File: config.mk
export PLATFORM = sky130hd
export DESIGN_NAME = meter_frame_descramble_decode
export DESIGN_NICKNAME = d
export VERILOG_FILES = /design/src/sv/mfdd_pkg.sv /design/src/sv/mfdd_front.sv /design/src/sv/mfdd_queue.sv /design/src/sv/mfdd_back.sv /design/src/sv/meter_frame_descramble_decode.sv
export SDC_FILE = /design/constraint.sdc
export NUM_CORES = 1
export LEC_CHECK = 0
export ABC_AREA = 1
export BUFFER_PORTS_ARGS = -buffer_cell sky130_fd_sc_hd__buf_2
export CAP_MARGIN = 20
export CORE_ASPECT_RATIO = 0.5
export CORE_MARGIN = 3
export CORE_UTILIZATION = 40
export DETAILED_ROUTE_END_ITERATION = 8
export GPL_TIMING_DRIVEN = 0
export PLACE_DENSITY = 0.59
export SLEW_MARGIN = 40
export SYNTH_ARGS = -nofsm -noshare
export SYNTH_HDL_FRONTEND = slang
export SYNTH_SLANG_ARGS = --single-unit
File: constraint.sdc
create_clock -name clk -period 16.1 [get_ports clk]
set_clock_uncertainty 0.05 [all_clocks]
set_input_delay 3.22 -clock clk [delete_from_list [all_inputs] [get_ports clk]]
set_output_delay 3.22 -clock clk [all_outputs]
set_load 0.005 [all_outputs]
File: src/sv/mfdd_pkg.sv
// shared types, constants and the keystream step for the frame descrambler
`timescale 1ns / 1ps
package mfdd_pkg;

	localparam logic [31:0] KEY_INIT = 32'hdfd109e8;
	localparam logic [7:0]  MARKER   = 8'h4B;

	localparam int CNT_W = 9;
	localparam logic [CNT_W-1:0] CNT_MAX        = 9'd511;
	localparam logic [CNT_W-1:0] IDX_KEY_FIRST  = 9'd2;
	localparam logic [CNT_W-1:0] IDX_KEY_LAST   = 9'd13;
	localparam logic [CNT_W-1:0] IDX_ID_FIRST   = 9'd4;
	localparam logic [CNT_W-1:0] IDX_ID_LAST    = 9'd7;
	localparam logic [CNT_W-1:0] IDX_STAT_FIRST = 9'd11;
	localparam logic [CNT_W-1:0] IDX_STAT_LAST  = 9'd13;
	localparam logic [CNT_W-1:0] HDR_LEN        = 9'd15;
	localparam logic [CNT_W-1:0] PAY_LAST       = 9'd10;
	// index of the last byte for the length thresholds
	localparam logic [CNT_W-1:0] IDX_LEN_MIN    = 9'd19;
	localparam logic [CNT_W-1:0] IDX_LEN_MAX    = 9'd254;
	localparam logic [CNT_W-1:0] IDX_LM_MIN     = 9'd23;
	localparam logic [CNT_W-1:0] IDX_DATE_MIN   = 9'd25;

	localparam int PAY_FIELDS = 10;
	localparam int STAT_BYTES = 3;

	localparam logic [6:0]  YEAR_PIVOT = 7'd80;
	localparam logic [11:0] CENTURY_19 = 12'd1900;
	localparam logic [11:0] CENTURY_20 = 12'd2000;

	localparam int REC_W           = 152;
	localparam int QUEUE_DEPTH_DEF = 2;

	typedef struct packed {
		logic                          len_ok;
		logic                          marker_ok;
		logic                          lm_ok;
		logic                          date_ok;
		logic [31:0]                   meter_id;
		logic [STAT_BYTES-1:0][7:0]    status;
		logic [PAY_FIELDS-1:0][7:0]    payload;
	} frame_sum_t;

	typedef struct packed {
		logic [11:0] alarm_flags;
		logic [15:0] transmit_period_s;
		logic [4:0]  battery_half_years;
		logic [4:0]  date_day;
		logic [3:0]  date_month;
		logic [11:0] date_year;
		logic        date_present;
		logic        last_month_present;
		logic [31:0] last_month_liters;
		logic [31:0] total_liters;
		logic [31:0] meter_id;
	} record_t;

	function automatic logic [31:0] lfsr8(input logic [31:0] k_in);
		logic [31:0] k;
		k = k_in;
		for (int i = 0; i < 8; i++) begin
			k = {k[30:0], k[1] ^ k[2] ^ k[11] ^ k[31]};
		end
		return k;
	endfunction

endpackage

File: src/sv/mfdd_front.sv
// byte intake: key build, descrambling and capture of one frame summary
`timescale 1ns / 1ps
module mfdd_front
	import mfdd_pkg::*;
(
	input  logic       clk,
	input  logic       arst_n,
	input  logic       in_valid,
	output logic       in_ready,
	input  logic [7:0] in_byte,
	input  logic       in_last,
	output logic       push,
	input  logic       push_ready,
	output frame_sum_t push_data
);

	logic [CNT_W-1:0]             cnt_q;
	logic [31:0]                  key_q;
	logic [31:0]                  id_q;
	logic [STAT_BYTES-1:0][7:0]   stat_q;
	logic                         marker_q;
	logic [PAY_FIELDS-1:0][7:0]   pay_q;

	logic [31:0]                  key_x, key_n, id_n;
	logic [STAT_BYTES-1:0][7:0]   stat_n;
	logic [PAY_FIELDS-1:0][7:0]   pay_n;
	logic                         marker_n;
	logic [CNT_W-1:0]             pidx;
	logic [1:0]                   lane;
	logic [7:0]                   plain;
	logic                         accept;

	assign in_ready = push_ready;
	assign accept   = in_valid && in_ready;
	assign push     = accept && in_last;

	always_comb begin
		key_x    = key_q;
		id_n     = id_q;
		stat_n   = stat_q;
		pay_n    = pay_q;
		marker_n = marker_q;
		pidx     = cnt_q - HDR_LEN;
		lane     = 2'd3 - 2'(cnt_q - IDX_KEY_FIRST);
		if (cnt_q >= IDX_KEY_FIRST && cnt_q <= IDX_KEY_LAST) begin
			key_x[{lane, 3'b000} +: 8] = key_q[{lane, 3'b000} +: 8] ^ in_byte;
		end
		key_n = (cnt_q >= HDR_LEN) ? lfsr8(key_x) : key_x;
		plain = in_byte ^ key_n[7:0];
		if (cnt_q >= IDX_ID_FIRST && cnt_q <= IDX_ID_LAST) begin
			id_n[{2'(cnt_q - IDX_ID_FIRST), 3'b000} +: 8] = in_byte;
		end
		if (cnt_q >= IDX_STAT_FIRST && cnt_q <= IDX_STAT_LAST) begin
			stat_n[2'(cnt_q - IDX_STAT_FIRST)] = in_byte;
		end
		if (cnt_q >= HDR_LEN) begin
			if (pidx == '0) begin
				marker_n = (plain == MARKER);
			end else if (pidx <= PAY_LAST) begin
				pay_n[4'(pidx - 9'd1)] = plain;
			end
		end
	end

	always_comb begin
		push_data.len_ok    = (cnt_q >= IDX_LEN_MIN) && (cnt_q <= IDX_LEN_MAX);
		push_data.marker_ok = marker_n;
		push_data.lm_ok     = (cnt_q >= IDX_LM_MIN);
		push_data.date_ok   = (cnt_q >= IDX_DATE_MIN);
		push_data.meter_id  = id_n;
		push_data.status    = stat_n;
		push_data.payload   = pay_n;
	end

	always_ff @(posedge clk or negedge arst_n) begin
		if (!arst_n) begin
			cnt_q    <= '0;
			key_q    <= KEY_INIT;
			id_q     <= '0;
			stat_q   <= '0;
			marker_q <= 1'b0;
			pay_q    <= '0;
		end else if (accept) begin
			if (in_last) begin
				cnt_q    <= '0;
				key_q    <= KEY_INIT;
				id_q     <= '0;
				stat_q   <= '0;
				marker_q <= 1'b0;
				pay_q    <= '0;
			end else begin
				if (cnt_q != CNT_MAX) begin
					cnt_q <= cnt_q + 9'd1;
				end
				key_q    <= key_n;
				id_q     <= id_n;
				stat_q   <= stat_n;
				marker_q <= marker_n;
				pay_q    <= pay_n;
			end
		end
	end

endmodule

File: src/sv/mfdd_queue.sv
// small queue of frame summaries between intake and decode
`timescale 1ns / 1ps
module mfdd_queue
	import mfdd_pkg::*;
#(
	parameter int DEPTH = QUEUE_DEPTH_DEF
)
(
	input  logic       clk,
	input  logic       arst_n,
	input  logic       wr_valid,
	output logic       wr_ready,
	input  frame_sum_t wr_data,
	output logic       rd_valid,
	input  logic       rd_ready,
	output frame_sum_t rd_data
);

	localparam int PTR_W = $clog2(DEPTH);
	localparam int CNT_W_Q = $clog2(DEPTH + 1);
	localparam logic [PTR_W-1:0] PTR_LAST = PTR_W'(DEPTH - 1);
	localparam logic [CNT_W_Q-1:0] CNT_FULL = CNT_W_Q'(DEPTH);

	frame_sum_t              mem_q [DEPTH];
	logic [PTR_W-1:0]        wr_ptr_q, rd_ptr_q;
	logic [CNT_W_Q-1:0]      fill_q;
	logic                    do_wr, do_rd;

	assign wr_ready = (fill_q != CNT_FULL);
	assign rd_valid = (fill_q != '0);
	assign rd_data  = mem_q[rd_ptr_q];
	assign do_wr    = wr_valid && wr_ready;
	assign do_rd    = rd_valid && rd_ready;

	always_ff @(posedge clk) begin
		if (do_wr) begin
			mem_q[wr_ptr_q] <= wr_data;
		end
	end

	always_ff @(posedge clk or negedge arst_n) begin
		if (!arst_n) begin
			wr_ptr_q <= '0;
			rd_ptr_q <= '0;
			fill_q   <= '0;
		end else begin
			if (do_wr) begin
				wr_ptr_q <= (wr_ptr_q == PTR_LAST) ? '0 : wr_ptr_q + PTR_W'(1);
			end
			if (do_rd) begin
				rd_ptr_q <= (rd_ptr_q == PTR_LAST) ? '0 : rd_ptr_q + PTR_W'(1);
			end
			if (do_wr && !do_rd) begin
				fill_q <= fill_q + CNT_W_Q'(1);
			end else if (do_rd && !do_wr) begin
				fill_q <= fill_q - CNT_W_Q'(1);
			end
		end
	end

endmodule

File: src/sv/mfdd_back.sv
// record decode from a frame summary into the output register
`timescale 1ns / 1ps
module mfdd_back
	import mfdd_pkg::*;
(
	input  logic       clk,
	input  logic       arst_n,
	input  logic       sum_valid,
	output logic       sum_ready,
	input  frame_sum_t sum_data,
	output logic       out_valid,
	input  logic       out_ready,
	output record_t    out_rec,
	output logic       out_ok
);

	record_t     rec;
	logic        ok;
	logic [7:0]  s11, s12, s13, p9, p10;
	logic [6:0]  yy;
	logic [4:0]  sh;
	logic [17:0] period;
	logic        valid_q;
	record_t     rec_q;
	logic        ok_q;

	assign sum_ready = sum_valid && (!valid_q || out_ready);
	assign out_valid = valid_q;
	assign out_rec   = rec_q;
	assign out_ok    = ok_q;

	always_comb begin
		s11    = sum_data.status[0];
		s12    = sum_data.status[1];
		s13    = sum_data.status[2];
		p9     = sum_data.payload[8];
		p10    = sum_data.payload[9];
		yy     = {p10[7:4], p9[7:5]};
		sh     = {1'b0, s11[3:0]} + 5'd2;
		period = 18'd1 << sh;
		ok     = sum_data.len_ok && sum_data.marker_ok;
		rec    = '0;
		if (sum_data.len_ok) begin
			rec.meter_id = sum_data.meter_id;
		end
		if (ok) begin
			rec.total_liters = {sum_data.payload[3], sum_data.payload[2],
				sum_data.payload[1], sum_data.payload[0]};
			if (sum_data.lm_ok) begin
				rec.last_month_liters = {sum_data.payload[7], sum_data.payload[6],
					sum_data.payload[5], sum_data.payload[4]};
				rec.last_month_present = 1'b1;
			end
			if (sum_data.date_ok) begin
				rec.date_present = 1'b1;
				rec.date_year    = (yy > YEAR_PIVOT) ? CENTURY_19 + 12'(yy)
					: CENTURY_20 + 12'(yy);
				rec.date_month   = p10[3:0];
				rec.date_day     = p9[4:0];
			end
			rec.battery_half_years = s12[4:0];
			rec.transmit_period_s  = period[15:0];
			rec.alarm_flags = {s13[0], s13[2], s12[6], s13[1], s13[3], s13[4],
				s13[5], s13[6], s13[7], s12[5], s12[7], s11[7]};
		end
	end

	always_ff @(posedge clk) begin
		if (sum_ready) begin
			rec_q <= rec;
			ok_q  <= ok;
		end
	end

	always_ff @(posedge clk or negedge arst_n) begin
		if (!arst_n) begin
			valid_q <= 1'b0;
		end else if (sum_ready) begin
			valid_q <= 1'b1;
		end else if (out_ready) begin
			valid_q <= 1'b0;
		end
	end

endmodule

File: src/sv/meter_frame_descramble_decode.sv
// top level of the meter radio frame descrambler and decoder
// Takes one frame byte per cycle with no gaps needed between frames; tready
// drops only while the summary queue is full, that is while QUEUE_DEPTH
// finished frames wait behind a stalled output. Every byte is handled in the
// cycle it is accepted (key build, eight keystream steps and capture); the
// last byte of a frame pushes a summary into the queue, from which the record
// is decoded into the output register before it appears on the output.
// Records leave through the output register at up to one per cycle while m_axis_tready is high.
`timescale 1ns / 1ps
module meter_frame_descramble_decode
	import mfdd_pkg::*;
#(
	parameter int QUEUE_DEPTH = QUEUE_DEPTH_DEF
)
(
	input  logic             clk,
	input  logic             arst_n,
	input  logic             s_axis_tvalid,
	output logic             s_axis_tready,
	input  logic [7:0]       s_axis_tdata,  // data_byte
	input  logic             s_axis_tlast,  // end_of_frame
	output logic             m_axis_tvalid,
	input  logic             m_axis_tready,
	// meter_id, total_liters, last_month_liters, last_month_present,
	// date_present, date_year, date_month, date_day, battery_half_years,
	// transmit_period_s, alarm_flags
	output logic [REC_W-1:0] m_axis_tdata,
	output logic             m_axis_tuser   // frame_valid
);

	logic       push, push_ready, sum_valid, sum_ready;
	frame_sum_t push_data, sum_data;
	record_t    rec;

	mfdd_front u_front (
		.clk       (clk),
		.arst_n    (arst_n),
		.in_valid  (s_axis_tvalid),
		.in_ready  (s_axis_tready),
		.in_byte   (s_axis_tdata),
		.in_last   (s_axis_tlast),
		.push      (push),
		.push_ready(push_ready),
		.push_data (push_data)
	);

	mfdd_queue #(
		.DEPTH(QUEUE_DEPTH)
	) u_queue (
		.clk     (clk),
		.arst_n  (arst_n),
		.wr_valid(push),
		.wr_ready(push_ready),
		.wr_data (push_data),
		.rd_valid(sum_valid),
		.rd_ready(sum_ready),
		.rd_data (sum_data)
	);

	mfdd_back u_back (
		.clk      (clk),
		.arst_n   (arst_n),
		.sum_valid(sum_valid),
		.sum_ready(sum_ready),
		.sum_data (sum_data),
		.out_valid(m_axis_tvalid),
		.out_ready(m_axis_tready),
		.out_rec  (rec),
		.out_ok   (m_axis_tuser)
	);

	assign m_axis_tdata = rec;

endmodule

# After elaboration in Yosys (flattened, before gate mapping)
# Memory sizes are Yosys's and may differ from the RTL's.
# Cells that the tools add are included.
totals:
  inputBits: 13
  mem_bits_rw: 280
  memories: 1
  wordCells: 162
  out_inout_bits: 155
  ff_bits: 336
memory_table:
  columns: ["memory", "words", "word_bits", "read_ports", "rd_ports_with_merged_regs", "write_ports", "line", "rtl"]
  rows:
  - ["u_queue.mem_q", 2, 140, 1, 0, 1, "mfdd_queue.sv:24", "frame_sum_t mem_q [DEPTH];"]
classes:
  n_eq_ne: 3
  addsub: 16
  bitwise: 26
  magnitude_cmp: 16
  n_shift: 6
  reduce_logical: 26
  n_mux: 35
ops:
  columns: ["op", "count"]
  rows:
  - ["$mux 80", 4]
  - ["$mux 32", 5]
  - ["$bwmux 80", 1]
  - ["$bwmux 32", 2]
  - ["$shift 8x7->32 const A", 2]
  - ["$shiftx 8x7->32", 2]
  - ["$mux 24", 2]
  - ["$mux 33", 1]
  - ["$demux 8 s4", 1]
  - ["$shiftx 32x6->8", 1]
  - ["$ge 9x5->1 const B", 3]
  - ["$add 11x7->12 const A", 2]
  - ["$bwmux 24", 1]
  - ["$xor 1x1->1", 24]
  - ["$ge 9x4->1 const B", 2]
  - ["$le 9x4->1 const B", 2]
  - ["$mux 9", 2]
  - ["$demux 8 s2", 1]
  - ["$mux 8", 2]
  - ["$shl 1x5->16 const A", 1]
  - ["$xor 8x8->8", 2]
  - ["$logic_and 1x1->1", 14]
  - ["$neg 5->7", 2]
  - ["$mux 12", 1]
  - ["other kinds (28)", 48]

# Logic depth before layout (Yosys ltp)
depth:
  depth_word: 26
  depth_mapped: 34
  depth_no_buf: 32

# Cells and area by module
# A second synthesis with hierarchy kept.
unflattened:
  cells_unflattened: 2938
  hier_area_um2: 27727.8
modules_own_cells:
  columns: ["mod", "cells_each", "seq_area_each_um2", "instances", "area_per_inst_um2"]
  rows:
  - ["mfdd_front", 1666, 4475.5, 1, 11197.0]
  - ["mfdd_queue", 760, 8508.2, 1, 10427.5]
  - ["mfdd_back", 512, 4589.4, 1, 6103.4]

# Least setup slack after synthesis
# No wires, ideal clock.
synth_path:
  kind: "input -> register"
  startpoint: "input m_axis_tready"
  endpoint: "register u_queue.fill_q[1]"
  path_slack_ns: 3.888
  setup_time_ns: 0.131
  path_buffers: 0
  t_required_ns: 15.919
  t_arrival_ns: 12.032
  path_stages: 7
  path_cell_list: "nor2_1 a21oi_1 inv_1 ha_1 a21oi_1 o21ai_0 xor2_1"
synth_between:
  elab_chain_cells: 6
synth_lines:
  columns: ["element", "line", "rtl"]
  rows:
  - ["start: declaration", "meter_frame_descramble_decode.sv:23", "input logic m_axis_tready,"]
  - ["$logic_or 1x1->1 (*)", "mfdd_back.sv:27", "assign sum_ready = sum_valid && (!valid_q || out_ready);"]
  - ["$logic_and 1x1->1 (*)", "mfdd_back.sv:27", null]
  - ["via sum_ready", "meter_frame_descramble_decode.sv:31", "logic push, push_ready, sum_valid, sum_ready;"]
  - ["$logic_and 1x1->1 (*)", "mfdd_queue.sv:33", "assign do_rd = rd_valid && rd_ready;"]
  - ["$logic_not 1->1", "mfdd_queue.sv:53", "if (do_wr && !do_rd) begin"]
  - ["$logic_and 1x1->1", "mfdd_queue.sv:53", null]
  - ["$mux 2 / $reduce_bool 2->1 (equally long branches)", null, null]
  - ["end signal: assignment", "mfdd_queue.sv:54", "fill_q <= fill_q + CNT_W_Q'(1);"]
  - ["end signal: assignment", "mfdd_queue.sv:56", "fill_q <= fill_q - CNT_W_Q'(1);"]
  - ["end: declaration", "mfdd_queue.sv:26", "logic [CNT_W_Q-1:0] fill_q;"]
# Mark *: on every way through the listed nets, which the timed path passes. The rest lies on a longest branch.
# A chain may end at the register's enable or synchronous reset.

==> metrics <==
Max VDD drop 0.0816 mV; CTS resizes 0; RSZ-0062 raised after global routing no; ys async rst share 29.7%; most frequent cell after synthesis nand2_1; DP Cell Count 3770; Die Height 189 µm; CP max stage delay 400 ps; Routed Antenna Nets 0; area share of the largest cell type after synthesis 47.8%; Post-synth EDFFs 426; GR Layer Usage met1 31.3%; diodes inserted 0; Simple-Gate Fraction of Synth Area 17.3%; num ports 168; TritonCTS buffer count 54; CP Data Arrival Time 6490 ps; crit start category input port; Worst Hold Class register to register; Synth cell types 51; final setup margin 9910 ps; fillcell total 6125; Syn Nets 2718; vias per cell 5.14; port buffer count 167; WS Path Type input port to register; area growth from synthesis to layout 16.6%; CTS tree built; Mean Syn Cell Area 9.95 µm²; first-pass GRT wire length 116 mm; mapped cell area 26800 µm²; total gr overflow 0; Crit path buffers/inverters 6; die width 372 µm; WP data required 16400 ps; fin crit share 38.4%; CTS Sinks 606; worst slew pin tran 922 ps; Max Freq 162 MHz; Synth Instances 2690; placer congestion estimate 0.962; hold slack 421 ps; vias in the first global route 19200; grt met2 use 33.9%; status finished clean; via count 19900; RR Endpoint u_queue.mem_q[0][59]; Residual DRC 0; Root Buffer Master clkbuf_16; R2R setup slack 10790 ps; initial antenna violation count 1; CP startpoint s_axis_tdata[3]; R2R depth 24; Routed WL per cell 19.7 µm; FF+latch count, synth 606; Power, Total 5.44 mW; Worst-Skew Late Latency 630 ps; nets 2970; endpoints failing setup 0; Synth Warn # 0; top_reg_cell synth edfxtp_1; most used routing layer in global routing met2; Cell Count, Final, Fillers Out 3872; Max-cap violations 0; post-DP HPWL 54.3 mm; CP endpoint kind register; Worst slew margin 38.5%; share of cells above drive strength 1 13.7%; Detailed Route Iter0 Violations 1990; row count 66; Reg clk slew, reported paths 60 ps; Total Routed Length 76.1 mm; leakage dissipation 13.9 nW; Core Region 65600 µm²; Hold-fix buffers, CTS 0; compound-cell area share of the yosys netlist 9.74%; count of final max-slew check failures 0; Post-Synth XOR/XNOR Area 0.425%; Final Hold Viols 0; cell taking the most area after synthesis edfxtp_1; Post CTS Setup Buffer Count 0; most used cell, CP nand2_1; Pwr Density 174 nW/µm²; setup tns final 0 ps; GR Util met3 3.95%; sequential fraction of the synthesis area 64.7%; ranking of synthesized cells by area edfxtp_1 (48%), dfrtp_1 (15%), nand2_1 (11%); post-synthesis adder-cell area fraction 0.701%; largest net degree at the start of global routing 66; Finished Cell Area 31200 µm²; dpl ws 9380 ps; die area 70200 µm²; final core utilization 47.6%; Cell Area, Placed 29400 µm²; RR Startpoint u_front.cnt_q[1]; clock buffer depth 3; Final min period 6190 ps; Max stage delay cell, worst path o21ai_0; mux share of post-synthesis cell area 0.112%; largest family of logic cells by synthesized area simple AND/OR/NAND/NOR gates; WP depth 23; delay-heaviest family, CP simple AND/OR/NAND/NOR gates; Critical Path End u_queue.mem_q[0][59]; Worst Path Max Fanout 10; critical-path cell list buf_2 > inv_1 > nand3_1 > nand2_1 > nand3_1 > o21ai_2 > nand2_1 > nand2_1 > nand2_2 > nand2_4 > inv_2 > nand2_2 > nand2_2 > nand2_1 > nand2_2 > inv_1 > nand2_1 > nand2_1 > nand2_1 > nand2_1 > inv_1 > o21ai_0 > inv_1; gr usage total 21.6%; H-tree depth 2; TritonRoute pass-1 iters 6; Initial Util 40.8%; commonest cells in the netlist nand2_1 (797), edfxtp_1 (426), inv_1 (345)
## flip-flops by register name, summed over array words and instances, names as in the netlist, 2 cells and up
signal / flops
u_queue.mem_q: 274
u_back.out_rec: 151
u_front.pay_q: 80
u_front.id_q: 32
u_front.key_q: 32
u_front.stat_q: 21
u_front.cnt_q: 9
u_queue.fill_q: 2
## cell type report
cell class / instances / area, µm² / area share (%)
Inverter: 360 / 1350 / 4.33
Tap cell: 884 / 1110 / 3.54
Sequential cell: 606 / 17300 / 55.5
Buffer: 122 / 549 / 1.76
Multi-Input combinational cell: 1602 / 7600 / 24.3
Timing Repair Buffer: 196 / 1440 / 4.63
Clock buffer: 67 / 1460 / 4.68
Clock inverter: 35 / 392 / 1.25
## power breakdown
part	switching [mW]	leakage, nW	internal (mW)
clock	0.598	0.897	0.761
sequential	0.0858	6.59	2.05
combinational	1.39	6.37	0.555
total	2.08	13.9	3.36
## worst min path at each step
stage	from	to	cells after the start	slack, ps
2_1_floorplan	u_queue.fill_q[0]	u_queue.fill_q[0]	1	400
3_3_place_gp	u_front.pay_q[20]	u_front.pay_q[20]	2	410
3_5_place_dp	u_queue.fill_q[0]	u_queue.fill_q[0]	1	420
4_1_cts	u_queue.fill_q[0]	u_queue.fill_q[0]	1	430
5_1_grt	u_queue.fill_q[0]	u_queue.fill_q[0]	1	450
6_report	u_queue.fill_q[0]	u_queue.fill_q[0]	1	420
## layout by cell type, fill, tap and decap left out, types with 10 or more instances in the layout
cell type  netlist  final
a21oi_1        112    111
buf_1           15     14
buf_16           0     13
buf_2           14    180
buf_8            0     17
clkbuf_1        84     84
clkbuf_16        0     54
clkinv_1         4     14
dfrtp_1        163    163
dfstp_2         17     17
edfxtp_1       426    426
ha_1            15     15
inv_1          345    345
inv_2           11     11
nand2_1        797    797
nand2_2         19     19
nand3_1        109    109
nand3_2         15     15
nand4_1         24     24
nor2_1         102     98
nor3_1          14     12
o21a_1          16     16
o21ai_0        198    198
o21ai_1         43     43
o22ai_1         58     58
xor2_1          10     10
## layer usage
metal,vias to the layer above,share of wire [%]
li1,9440,-
met1,9687,45
met2,668,45
met3,109,7.3
met4,0,2.1
met5,-,0
## cells by family (layout without fill, tap and decap cells)
| family | after synthesis | count (layout) |
|---|---|---|
| AND/OR/NAND/NOR | 1103 | 1103 |
| flip-flops | 606 | 606 |
| buffers and inverters | 482 | 780 |
| AO/OA/AOI/OAI | 468 | 468 |
| adder cells (fa/ha/maj) | 15 | 15 |
| XOR/XNOR | 13 | 13 |
| multiplexers | 3 | 3 |
Note: power is estimated with default switching activity, not from simulation.
